$ cat src/design/ubps_pkg.sv
// Package for the unique byte pattern search core.
// Holds the sizes, the status and register codes, and the request type between stages.
// No dependencies.
package ubps_pkg;

  localparam int MAX_PATTERN   = 32;
  localparam int POSITION_BITS = 32;
  localparam int PAT_REG_WORDS = 4;
  localparam int PAT_REG_BYTES = PAT_REG_WORDS * 8;
  localparam int PAT_REG_BITS  = PAT_REG_BYTES * 8;
  localparam int LEN_W         = 6;
  localparam int LEN_EFF_W     = $clog2(MAX_PATTERN + 1);
  localparam int IDX_W         = (MAX_PATTERN > 1) ? $clog2(MAX_PATTERN) : 1;
  localparam int COUNT_W       = 16;
  localparam int OFFSET_W      = 32;
  localparam int CFG_IDX_W     = 3;
  localparam int CFG_DATA_W    = 64;

  typedef enum logic [1:0] {
    STATUS_NONE   = 2'd0,
    STATUS_UNIQUE = 2'd1,
    STATUS_MULTI  = 2'd2
  } status_t;

  typedef enum logic [CFG_IDX_W-1:0] {
    REG_WORD0  = 3'd0,
    REG_WORD1  = 3'd1,
    REG_WORD2  = 3'd2,
    REG_WORD3  = 3'd3,
    REG_LENGTH = 3'd4
  } cfg_reg_t;

  typedef struct packed {
    logic                     valid;
    logic                     last;
    logic                     hit;
    logic [POSITION_BITS-1:0] offset;
  } tally_req_t;

  function automatic logic [7:0] pattern_byte(input logic [PAT_REG_BITS-1:0] pat,
                                              input int k);
    logic [7:0] b;
    b = 8'd0;
    if (k < PAT_REG_BYTES) begin
      b = pat[k*8 +: 8];
    end
    return b;
  endfunction

endpackage

$ cat src/design/ubps_in_if.sv
// Input byte channel of the pattern search core.
// Has no dependencies.
interface ubps_in_if;
  logic       valid;
  logic       ready;
  logic [7:0] data_byte;
  logic       last_byte;

  modport source (output valid, output data_byte, output last_byte, input ready);
  modport sink (input valid, input data_byte, input last_byte, output ready);
endinterface

$ cat src/design/ubps_out_if.sv
// Result channel of the pattern search core.
// Depends on ubps_pkg.
interface ubps_out_if;
  import ubps_pkg::*;
  logic                valid;
  logic                ready;
  logic [1:0]          search_status;
  logic [OFFSET_W-1:0] match_offset;
  logic [COUNT_W-1:0]  match_total;

  modport source (output valid, output search_status, output match_offset,
                  output match_total, input ready);
  modport sink (input valid, input search_status, input match_offset,
                input match_total, output ready);
endinterface

$ cat src/design/ubps_cfg_if.sv
// Register write channel of the pattern search core.
// Depends on ubps_pkg.
interface ubps_cfg_if;
  import ubps_pkg::*;
  logic                  valid;
  logic                  ready;
  logic [CFG_IDX_W-1:0]  index;
  logic [CFG_DATA_W-1:0] data;

  modport source (output valid, output index, output data, input ready);
  modport sink (input valid, input index, input data, output ready);
endinterface

$ cat src/design/ubps_cell.sv
// One cell of the match chain: it records whether pattern bytes 0 to k matched
// the stream ending at the newest byte. Depends on ubps_pkg.
module ubps_cell (
  input  logic       clk,
  input  logic       rst_n,
  input  logic       shift_en,
  input  logic       restart,
  input  logic       prev_hit,
  input  logic [7:0] data_byte,
  input  logic [7:0] pat_byte,
  output logic       hit_r
);
  import ubps_pkg::*;

  logic hit_nxt;

  assign hit_nxt = prev_hit && !restart && (data_byte == pat_byte);

  always_ff @(posedge clk) begin
    if (!rst_n) begin
      hit_r <= 1'b0;
    end else if (shift_en) begin
      hit_r <= hit_nxt;
    end
  end

endmodule

$ cat src/design/ubps_tally.sv
// Match counter, latest offset and result register of the pattern search core.
// Depends on ubps_pkg and ubps_out_if.
module ubps_tally (
  input  logic                   clk,
  input  logic                   rst_n,
  input  ubps_pkg::tally_req_t   req,
  output logic                   advance,
  ubps_out_if.source             out_ch
);
  import ubps_pkg::*;

  logic [COUNT_W-1:0]       cnt_r;
  logic [COUNT_W-1:0]       cnt_inc;
  logic [COUNT_W-1:0]       cnt_nxt;
  logic [POSITION_BITS-1:0] off_r;
  logic [POSITION_BITS-1:0] off_nxt;
  logic                     out_valid_r;
  logic                     out_valid_nxt;
  status_t                  status_r;
  status_t                  status_nxt;
  logic [OFFSET_W-1:0]      out_off_r;
  logic [COUNT_W-1:0]       out_total_r;
  logic                     finish;

  assign cnt_inc = (cnt_r == '1) ? cnt_r : cnt_r + COUNT_W'(1);
  assign cnt_nxt = req.hit ? cnt_inc : cnt_r;
  assign off_nxt = req.hit ? req.offset : off_r;
  assign advance = !(req.valid && req.last && out_valid_r && !out_ch.ready);
  assign finish  = req.valid && req.last && advance;
  assign out_valid_nxt = (out_valid_r && !out_ch.ready) || finish;

  always_comb begin
    if (cnt_nxt == '0) begin
      status_nxt = STATUS_NONE;
    end else if (cnt_nxt == COUNT_W'(1)) begin
      status_nxt = STATUS_UNIQUE;
    end else begin
      status_nxt = STATUS_MULTI;
    end
  end

  always_ff @(posedge clk) begin
    if (!rst_n) begin
      cnt_r       <= '0;
      off_r       <= '0;
      out_valid_r <= 1'b0;
    end else begin
      out_valid_r <= out_valid_nxt;
      if (req.valid && advance) begin
        if (req.last) begin
          cnt_r <= '0;
          off_r <= '0;
        end else begin
          cnt_r <= cnt_nxt;
          off_r <= off_nxt;
        end
      end
    end
  end

  always_ff @(posedge clk) begin
    if (finish) begin
      status_r    <= status_nxt;
      out_off_r   <= OFFSET_W'(off_nxt);
      out_total_r <= cnt_nxt;
    end
  end

  assign out_ch.valid         = out_valid_r;
  assign out_ch.search_status = status_r;
  assign out_ch.match_offset  = out_off_r;
  assign out_ch.match_total   = out_total_r;

  a_zero_count_zero_offset: assert property (@(posedge clk) disable iff (!rst_n)
    (cnt_r == '0) |-> (off_r == '0))
    else $error("offset held without a counted match");

  a_result_follows_last: assert property (@(posedge clk) disable iff (!rst_n)
    $rose(out_valid_r) |-> $past(req.valid && req.last))
    else $error("result raised without a final byte");

  a_stall_only_when_full: assert property (@(posedge clk) disable iff (!rst_n)
    !advance |-> (out_valid_r && req.valid && req.last))
    else $error("tally stalled without a pending result");

endmodule

$ cat src/design/unique_byte_pattern_search_core.sv
// Unique byte pattern search core: top level with registers, cell chain and tally.
// Depends on ubps_pkg, the three channel interfaces, ubps_cell and ubps_tally.
//
// The core takes one byte per clock cycle. Each cell of a row of MAX_PATTERN cells
// keeps a prefix-match bit and passes it to its neighbor on every accepted byte,
// so all pattern compares run in parallel. After an image's last byte is accepted,
// its result passes stage one into the output register. The input stalls only
// while a result waits unclaimed there and the next image's last byte is at the
// tally. The user writes registers only while idle; the core does not enforce it.
module unique_byte_pattern_search_core (
  input  logic       clk,
  input  logic       rst_n,
  ubps_in_if.sink    in_ch,
  ubps_out_if.source out_ch,
  ubps_cfg_if.sink   cfg_ch
);
  import ubps_pkg::*;

  logic [PAT_REG_BITS-1:0]  pat_r;
  logic [LEN_W-1:0]         len_r;
  logic [LEN_EFF_W-1:0]     len_eff;
  logic [LEN_EFF_W-1:0]     len_m1;
  logic [MAX_PATTERN-1:0]   match_vec;
  logic [POSITION_BITS-1:0] pos_r;
  logic                     restart_r;
  logic                     s1_valid_r;
  logic                     s1_last_r;
  logic [POSITION_BITS-1:0] s1_pos_r;
  logic                     advance;
  logic                     accept;
  tally_req_t               req;

  assign cfg_ch.ready = 1'b1;

  always_ff @(posedge clk) begin
    if (!rst_n) begin
      pat_r <= '0;
      len_r <= LEN_W'(1);
    end else if (cfg_ch.valid) begin
      unique case (cfg_reg_t'(cfg_ch.index))
        REG_WORD0:  pat_r[0*CFG_DATA_W +: CFG_DATA_W] <= cfg_ch.data;
        REG_WORD1:  pat_r[1*CFG_DATA_W +: CFG_DATA_W] <= cfg_ch.data;
        REG_WORD2:  pat_r[2*CFG_DATA_W +: CFG_DATA_W] <= cfg_ch.data;
        REG_WORD3:  pat_r[3*CFG_DATA_W +: CFG_DATA_W] <= cfg_ch.data;
        REG_LENGTH: len_r <= cfg_ch.data[LEN_W-1:0];
        default: begin
        end
      endcase
    end
  end

  assign in_ch.ready = advance;
  assign accept      = in_ch.valid && advance;

  for (genvar k = 0; k < MAX_PATTERN; k++) begin : g_cell
    logic prev_hit;
    logic cell_restart;
    if (k == 0) begin : g_head
      assign prev_hit     = 1'b1;
      assign cell_restart = 1'b0;
    end else begin : g_body
      assign prev_hit     = match_vec[k-1];
      assign cell_restart = restart_r;
    end
    ubps_cell u_cell (
      .clk       (clk),
      .rst_n     (rst_n),
      .shift_en  (accept),
      .restart   (cell_restart),
      .prev_hit  (prev_hit),
      .data_byte (in_ch.data_byte),
      .pat_byte  (pattern_byte(pat_r, k)),
      .hit_r     (match_vec[k])
    );
  end

  always_ff @(posedge clk) begin
    if (!rst_n) begin
      pos_r      <= '0;
      restart_r  <= 1'b0;
      s1_valid_r <= 1'b0;
    end else begin
      if (advance) begin
        s1_valid_r <= accept;
      end
      if (accept) begin
        restart_r <= in_ch.last_byte;
        pos_r     <= in_ch.last_byte ? '0 : pos_r + POSITION_BITS'(1);
      end
    end
  end

  always_ff @(posedge clk) begin
    if (accept) begin
      s1_last_r <= in_ch.last_byte;
      s1_pos_r  <= pos_r;
    end
  end

  assign len_eff = (int'(len_r) > MAX_PATTERN) ? LEN_EFF_W'(MAX_PATTERN) : LEN_EFF_W'(len_r);
  assign len_m1  = len_eff - LEN_EFF_W'(1);

  always_comb begin
    req.valid  = s1_valid_r;
    req.last   = s1_last_r;
    req.hit    = s1_valid_r && (len_eff != '0) && match_vec[IDX_W'(len_m1)];
    req.offset = s1_pos_r - POSITION_BITS'(len_m1);
  end

  ubps_tally u_tally (
    .clk     (clk),
    .rst_n   (rst_n),
    .req     (req),
    .advance (advance),
    .out_ch  (out_ch)
  );

  a_pos_restarts: assert property (@(posedge clk) disable iff (!rst_n)
    (accept && in_ch.last_byte) |=> (pos_r == '0 && restart_r))
    else $error("stream position not restarted after final byte");

  a_stage_holds: assert property (@(posedge clk) disable iff (!rst_n)
    (s1_valid_r && !advance) |=> (s1_valid_r && $stable(s1_pos_r) && $stable(match_vec)))
    else $error("stage one changed while stalled");

  a_ready_needs_room: assert property (@(posedge clk) disable iff (!rst_n)
    !in_ch.ready |-> out_ch.valid)
    else $error("input stalled with an empty result register");

endmodule
$ cat src/flat_wrapper.sv
// flat-port wrapper written by rule: the top's interface ports become plain ports
module unique_byte_pattern_search_core_flat import ubps_pkg::*;
  (clk, rst_n, in_ch_valid, in_ch_data_byte, in_ch_last_byte, in_ch_ready, out_ch_valid, out_ch_search_status, out_ch_match_offset, out_ch_match_total, out_ch_ready, cfg_ch_valid, cfg_ch_index, cfg_ch_data, cfg_ch_ready);
  ubps_in_if in_ch_i ();
  ubps_out_if out_ch_i ();
  ubps_cfg_if cfg_ch_i ();
  input  logic clk;
  input  logic rst_n;
  input wire logic [$bits(in_ch_i.valid)-1:0] in_ch_valid;
  input wire logic [$bits(in_ch_i.data_byte)-1:0] in_ch_data_byte;
  input wire logic [$bits(in_ch_i.last_byte)-1:0] in_ch_last_byte;
  output wire logic [$bits(in_ch_i.ready)-1:0] in_ch_ready;
  output wire logic [$bits(out_ch_i.valid)-1:0] out_ch_valid;
  output wire logic [$bits(out_ch_i.search_status)-1:0] out_ch_search_status;
  output wire logic [$bits(out_ch_i.match_offset)-1:0] out_ch_match_offset;
  output wire logic [$bits(out_ch_i.match_total)-1:0] out_ch_match_total;
  input wire logic [$bits(out_ch_i.ready)-1:0] out_ch_ready;
  input wire logic [$bits(cfg_ch_i.valid)-1:0] cfg_ch_valid;
  input wire logic [$bits(cfg_ch_i.index)-1:0] cfg_ch_index;
  input wire logic [$bits(cfg_ch_i.data)-1:0] cfg_ch_data;
  output wire logic [$bits(cfg_ch_i.ready)-1:0] cfg_ch_ready;
  assign in_ch_i.valid = in_ch_valid;
  assign in_ch_i.data_byte = in_ch_data_byte;
  assign in_ch_i.last_byte = in_ch_last_byte;
  assign in_ch_ready = in_ch_i.ready;
  assign out_ch_valid = out_ch_i.valid;
  assign out_ch_search_status = out_ch_i.search_status;
  assign out_ch_match_offset = out_ch_i.match_offset;
  assign out_ch_match_total = out_ch_i.match_total;
  assign out_ch_i.ready = out_ch_ready;
  assign cfg_ch_i.valid = cfg_ch_valid;
  assign cfg_ch_i.index = cfg_ch_index;
  assign cfg_ch_i.data = cfg_ch_data;
  assign cfg_ch_ready = cfg_ch_i.ready;
  unique_byte_pattern_search_core u_core (.clk(clk), .rst_n(rst_n), .in_ch(in_ch_i), .out_ch(out_ch_i), .cfg_ch(cfg_ch_i));
endmodule
$ cat config.mk
export PLATFORM = sky130hd
export DESIGN_NAME = unique_byte_pattern_search_core_flat
export DESIGN_NICKNAME = d
export VERILOG_FILES = /design/src/design/ubps_pkg.sv /design/src/design/ubps_in_if.sv /design/src/design/ubps_out_if.sv /design/src/design/ubps_cfg_if.sv /design/src/design/ubps_cell.sv /design/src/design/ubps_tally.sv /design/src/design/unique_byte_pattern_search_core.sv /design/src/flat_wrapper.sv
export SDC_FILE = /design/constraint.sdc
export NUM_CORES = 1
export LEC_CHECK = 0
export ABC_AREA = 1
export ABC_CLOCK_PERIOD_IN_PS = 2850
export BUFFER_PORTS_ARGS = -buffer_cell sky130_fd_sc_hd__buf_2
export CAP_MARGIN = 40
export CORE_ASPECT_RATIO = 1.1
export CORE_UTILIZATION = 27
export DETAILED_ROUTE_END_ITERATION = 7
export HOLD_SLACK_MARGIN = 0.06
export SLEW_MARGIN = 10
export SYNTH_ARGS = -nofsm -noshare
export SYNTH_HDL_FRONTEND = slang
export SYNTH_HIERARCHICAL = 1
export SYNTH_SLANG_ARGS = --single-unit
$ cat constraint.sdc
create_clock -name clk -period 2.85 [get_ports clk]
set_input_delay 0.285 -clock clk [delete_from_list [all_inputs] [get_ports clk]]
set_output_delay 0.285 -clock clk [all_outputs]
set_load 0.1 [all_outputs]
==> flow_metrics.tcl, run 1 <==
set metrics [dict create \
    status "complete, no violations" \
    setup_viol 0 \
    whs_ps 149 \
    peakVddDrop_mv 0.447 \
    finalMaxSlewViolations 0 \
    hold_viol 0 \
    syn_inst 3886 \
    synth_cell_types 44 \
    synth.largest_area_cell "dfxtp_1" \
    multi_input_area_um2 12100 \
    placed_cells 5138 \
    p_clk_share_pct 44.5 \
    grt_pass1_vias 21000 \
    critical_path_arrival_ps 3120 \
    seqCellArea_um2 10000 \
    root_buffer "clkbuf_16" \
    vias_per_cell 4.37 \
    fin_crit_sh_pct 98.0 \
    avgSynthCellArea_um2 6.34 \
    drt-pass1-iter-count 6 \
    ant_nets 0 \
    synth_edf_count 83 \
    pwr-share-seq_pct 43.7 \
    yosysSeqAreaShare_pct 40.7 \
    die_w_um 290 \
    fmax_ghz 0.358 \
    rsz0062_at_grt "yes" \
    grt_overflow 0 \
    p_int_mw 11.6 \
    slew_headroom_pct 42.6 \
    route.detailed.drc 0 \
    power.share.combinational_pct 11.8 \
    syn-cell-area_um2 24600 \
    synth_warnings 6 \
    synth_common_cells "nand2_1, nor2_1, inv_1" \
    first_iter_violations 1532 \
    fin_crit_ps 2790 \
    cts.sinks 460 \
    setup.worst_path.class "reg -> reg" \
    grt_usage_pct 15.1 \
    cts_buffers 51 \
    htree_levels 2 \
    synth_top_area_share_pct 30.6 \
    synthTopCellsByArea "dfxtp_1, nand2_1, nor2_1, edfxtp_1, inv_1" \
    cts_max_path_buffers 3 \
    num_io_pins 134 \
    p_sw_mw 4.28 \
    worst_pin_slew_ps 861 \
    cts_tree "done" \
    crit_required_ps 3180 \
    dieArea_um2 92500 \
    post-dp-hpwl_um 47700 \
    grt_max_degree 174 \
    fin_setup_tns_ps 0 \
    routedWlPerCell_um 13.4 \
    grt_pass1_wl_um 113000 \
    end_kind "flip-flop" \
    synth_ff_type "dfxtp_1" \
    antenna_found_initial 11 \
    cap_violations 0 \
    drt-total-wl_um 71400 \
    async_flop_share_pct 0 \
    finClkSkew_ps 51.6 \
    swShare_pct 27.0 \
    clk_pin_slew_ps 60 \
    syn2layout_area_growth_pct 21.9 \
    synth_most_common_cell "nand2_1" \
    final_cells 5313 \
    num-nets-final 4189 \
    core_area_um2 89900 \
    start_util_pct 27.4 \
    cellLeakagePower_nw 13.8 \
    vias 23200 \
    fp-row-count 115 \
    final_layout_size_suffix_gt1_share_pct 11.6 \
    hold_class "in -> reg" \
    io_buffers 132 \
    gp_congestion 0.842 \
    p_per_area_nw_per_um2 528 \
    synth-seq-cells 460 \
    fillers 9656 \
    cp_max_fo 8 \
    startpoint_type "flip-flop" \
    die-height_um 319 \
    insertion_delay_ps 620 \
]
-- registers in the layout, summed over array words and instances, names as in the netlist --
signal                               count
u_core/s1_valid_r                        1
u_core/u_tally/out_ch.search_status      2
u_core/pos_r                            32
u_core/u_tally/cnt_r                    16
u_core/s1_pos_r                         32
u_core/u_tally/out_ch.valid              1
u_core/u_tally/off_r                    32
u_core/len_r                             6
u_core/pat_r                           256
u_core/s1_last_r                         1
u_core/u_tally/out_ch.match_total       16
u_core/g_cell.u_cell/hit_r              32
u_core/u_tally/out_ch.match_offset      32
u_core/g_cell.cell_restart               1
-- cells by family (layout without fill, tap and decap cells) --
kind of cell               count (synthesis)  in the layout  synth area share [%]
AOI/OAI and AO/OA                        453            453                  9.34
buffers and inverters                    779           1029                  12.1
DFF                                      460            460                  40.7
other                                      2              9                0.0305
and+or+nand+nor                         2114           2114                  34.8
adders and majority gates                 11             11                 0.589
xor gates and xnor gates                  67             67                  2.41
-- worst paths after layout --
path                     startpoint                                     end  slack [ps]  cells past startpoint
setup / recovery    u_core/len_r[5]  u_core/u_tally/out_ch.search_status[1]          60                     21
hold / removal                rst_n                         u_core/pos_r[1]         150                      3
setup reg to reg    u_core/len_r[5]  u_core/u_tally/out_ch.search_status[1]          60                     21
hold reg to reg   u_core/pat_r[252]                       u_core/pat_r[252]         460                      2
-- routing by layer --
| metal | wire [um] | global-route usage (%) |
|---|---|---|
| met4 | 1540 | 3.98 |
| met3 | 3520 | 2.51 |
| met5 | 52 | 0 |
| met1 | 33600 | 20.4 |
| met2 | 32700 | 24.7 |
-- per-stage QoR --
step | setup slack, ps | cell area [um2] | total power, mW | utilization, %
detailed placement | -30.9 | 27000 | 8.75 | 30.0
finish | 58.0 | 30000 | 15.9 | 33.4
global placement | 48.2 | 27000 | 8.72 | 30.0
global route | -141 | 30000 | 16.5 | 33.4
floorplan | 2.06 | 24700 | 8.13 | -
CTS | 20.0 | 29500 | 15.9 | 32.8
-- cell type report --
type / count / share of cell area (%)
multi-input cells: 2648 / 40.2
inverters: 661 / 8.34
repair buffers: 275 / 7.05
diodes: 6 / 0.0500
clock inverters: 22 / 1.02
clock buffers: 71 / 5.00
flip-flops and latches: 460 / 33.4
well taps: 1170 / 4.87
-- critical path, stage by stage (launching register included) --
cell and delay (ps):
dfxtp_4 370, inv_8 90, nand2_8 70, ha_4 300, buf_12 130, inv_12 50
nand3_2 80, nand3_2 70, nand3_2 80, nand2_2 60, nand2_2 70, nand2_2 60
nor2_4 250, nand2_2 100, nor2_4 150, nand3_2 90, nand2_2 70, nand2_2 60
nor2_2 100, nand3_1 100, nor2_1 100, nand2_1 50
-- cells in the final DEF (no fill, tap or decap), drive strengths merged, types with 2 or more instances in the layout --
cell type / n
nand2: 1180
nor2: 762
inv: 659
dfxtp: 377
o21ai: 268
buf: 209
a21oi: 179
nand3: 90
edfxtp: 83
clkbuf: 72
dlygate4sd3: 65
nand4: 65
xor2: 53
clkinv: 15
xnor2: 14
nor3: 10
ha: 10
diode: 6
bufinv: 5
clkinvlp: 4
nand3b: 4
conb: 3
a211oi: 2
o21bai: 2
-- power by group through the flow --
stage               Sequential, mW  Combinational [mW]  Clock [mW]
floorplan                     7.18               0.945           0
global placement              7.06                1.66           0
detailed placement            7.06                1.68           0
CTS                           6.92                1.78        7.25
global route                  6.95                2.09        7.51
finish                        6.93                1.87        7.06
-- what timing repair did --
| action | 4_1_cts | 5_1_grt |
|---|---|---|
| cloned | 0 | 1 |
| hold buffers | 65 | 0 |
| endpoints found under the setup margin | 2 | 79 |
| buffers inserted | 1 | 9 |
| pin swaps | 2 | 40 |
| gates resized for setup | 4 | 97 |
| endpoints found under the hold margin | 260 | 0 |
Note: power is estimated with default switching activity, not from simulation.
==> inputs of run 2 (changes only) <==
Settings changed: BUFFER_PORTS_ARGS -buffer_cell sky130_fd_sc_hd__buf_2 to unset, DONT_BUFFER_PORTS set to 1.
==> flow_metrics.tcl, run 2 (synthesis results as in run 1) <==
set metrics [dict create \
    route.detailed.drc 0 \
    dieArea_um2 92500 \
    swShare_pct 26.1 \
    whs_ps 93.2 \
    gp_congestion 0.847 \
    fp-row-count 115 \
    grt_pass1_vias 22000 \
    layout_commonest_cell "nand2_1" \
    drt-total-wl_um 78400 \
    placed_cells 5025 \
    setup.worst_path.class "reg -> reg" \
    grt_overflow 0 \
    ff2ff_path_depth 17 \
    p_sw_mw 4.29 \
    setup_viol 0 \
    power.share.combinational_pct 11.2 \
    num_io_pins 134 \
    fin_crit_sh_pct 95.8 \
    vias_per_cell 4.47 \
    peakVddDrop_mv 0.414 \
    cts.sinks 460 \
    first_iter_violations 1511 \
    fin_crit_ps 2730 \
    die-height_um 319 \
    start_util_pct 27.4 \
    antenna_found_initial 17 \
    grt_pass1_wl_um 122000 \
    hold_class "in -> reg" \
    hold_viol 0 \
    slew_headroom_pct 36.2 \
    timing.rr.end "u_core/u_tally/out_ch.match_offset[14]" \
    routedWlPerCell_um 14.7 \
    grt_usage_pct 16.6 \
    cellLeakagePower_nw 14.3 \
    cap_violations 0 \
    final_layout_size_suffix_gt1_share_pct 8.99 \
    p_int_mw 12.2 \
    rsz0062_at_grt "yes" \
    drt-pass1-iter-count 5 \
    status "complete, no violations" \
    final_cells 5333 \
    fin_setup_tns_ps 0 \
    finClkSkew_ps 62.2 \
    worst_pin_slew_ps 954 \
    top_register "u_core/pat_r" \
    fin_util_pct 35.1 \
    clk_pin_slew_ps 60 \
    fmax_ghz 0.366 \
    post-dp-hpwl_um 45100 \
    core_area_um2 89900 \
    ant_nets 0 \
    finalMaxSlewViolations 0 \
    whs_path_depth 6 \
    cp_max_fo 4 \
    root_buffer "clkbuf_16" \
    insertion_delay_ps 630 \
    r2r_slack_ps 120 \
    crit_path_end "u_core/u_tally/out_ch.match_offset[14]" \
    syn2layout_area_growth_pct 28.0 \
    cts_buffers 54 \
    largest_reg_flops 256 \
    p_per_area_nw_per_um2 522 \
    reg2reg_from "u_core/len_r[5]" \
    pwr-share-seq_pct 42.4 \
    htree_levels 2 \
    startpoint_type "flip-flop" \
    die_w_um 290 \
    final_cell_mix "nand2_1, nor2_1, inv_1" \
    vias 23800 \
    cts_tree "done" \
    cts_max_path_buffers 3 \
    power.total_mw 16.5 \
    p_clk_share_pct 46.3 \
    end_kind "flip-flop" \
    setup.worst_path.start "u_core/len_r[5]" \
    io_buffers 0 \
    crit_required_ps 3220 \
    grt_max_degree 205 \
    num-nets-final 4206 \
    critical_path_arrival_ps 3100 \
]
==> run 2: cell types whose count changed in the layout (fill, tap and decap cells not counted), moves of 3 or more <==
cell / delta
dlygate4sd3_1: +120
clkbuf_8: -8
buf_4: -9
clkinv_2: +6
clkbuf_16: +3
buf_2: -131
bufinv_16: +6
clkbuf_1: +5
buf_16: +33
==> run 2: power groups by stage <==
stage / registers [mW] / clock network (mW) / logic [mW]
after floorplan: 7.18 / 0 / 0.945
after detailed placement: 7.13 / 0 / 1.34
after global placement: 7.21 / 0 / 1.15
after CTS: 6.98 / 7.81 / 1.75
final: 6.99 / 7.63 / 1.85
after global routing: 7.01 / 8.09 / 2.05
==> run 2: layout make-up <==
type	count	area (um2)
Tap cell	1170	1460
Clock inverter	30	469
Inverter	661	2500
Antenna cell	4	10.0
Clock buffer	71	1490
Multi-Input combinational cell	2648	12000
Fill cell	9447	58400
Sequential cell	460	10000
Timing Repair Buffer	289	3510
==> run 2: how the worst min path moves through the flow <==
stage                     slack (ps)               start                             end
after detailed placement         390     in_ch_last_byte                u_core/s1_last_r
after global placement           390     in_ch_last_byte                u_core/s1_last_r
after floorplan                  380     in_ch_last_byte                u_core/s1_last_r
after CTS                         60  in_ch_data_byte[3]  u_core/g_cell[13].u_cell/hit_r
after global routing              80  in_ch_data_byte[7]   u_core/g_cell[6].u_cell/hit_r
final                             90  in_ch_data_byte[5]  u_core/g_cell[30].u_cell/hit_r
==> run 2: critical path: stages (launching register included) <==
cell,delay [ps]
dfxtp_2,350
inv_4,60
buf_6,130
nand2_8,70
inv_4,40
nor2_4,110
nand2_2,100
xnor2_4,280
ha_4,270
nand2_2,60
inv_2,40
a21oi_4,240
nand4_1,170
nor2_2,210
xor2_1,90
nand2_1,90
nand2_2,60
buf_4,130
==> run 2: timing repair <==
item,in CTS,in global routing
setup endpoints to repair,4,83
hold buffers,193,0
buffers inserted,1,9
resized for setup,3,96
pin swaps,2,44
gates cloned,0,0
endpoints found under the hold margin,301,0
==> run 2: stage by stage <==
stage	area, um2	setup slack (ps)
global placement	26100	36.3
floorplan	24700	2.06
global route	31500	-55.9
CTS	31000	32.7
detailed placement	27000	-4.51
finish	31500	121
==> run 2: metal layers <==
metal	track usage [%]	part of all wire, %	wire length (um)	vias up
li1	-	-	-	12300
met4	5.41	3.1	2400	24
met1	21.0	44	34500	10800
met5	0	0.18	141	-
met3	3.34	6.3	4920	150
met2	27.9	46	36400	629
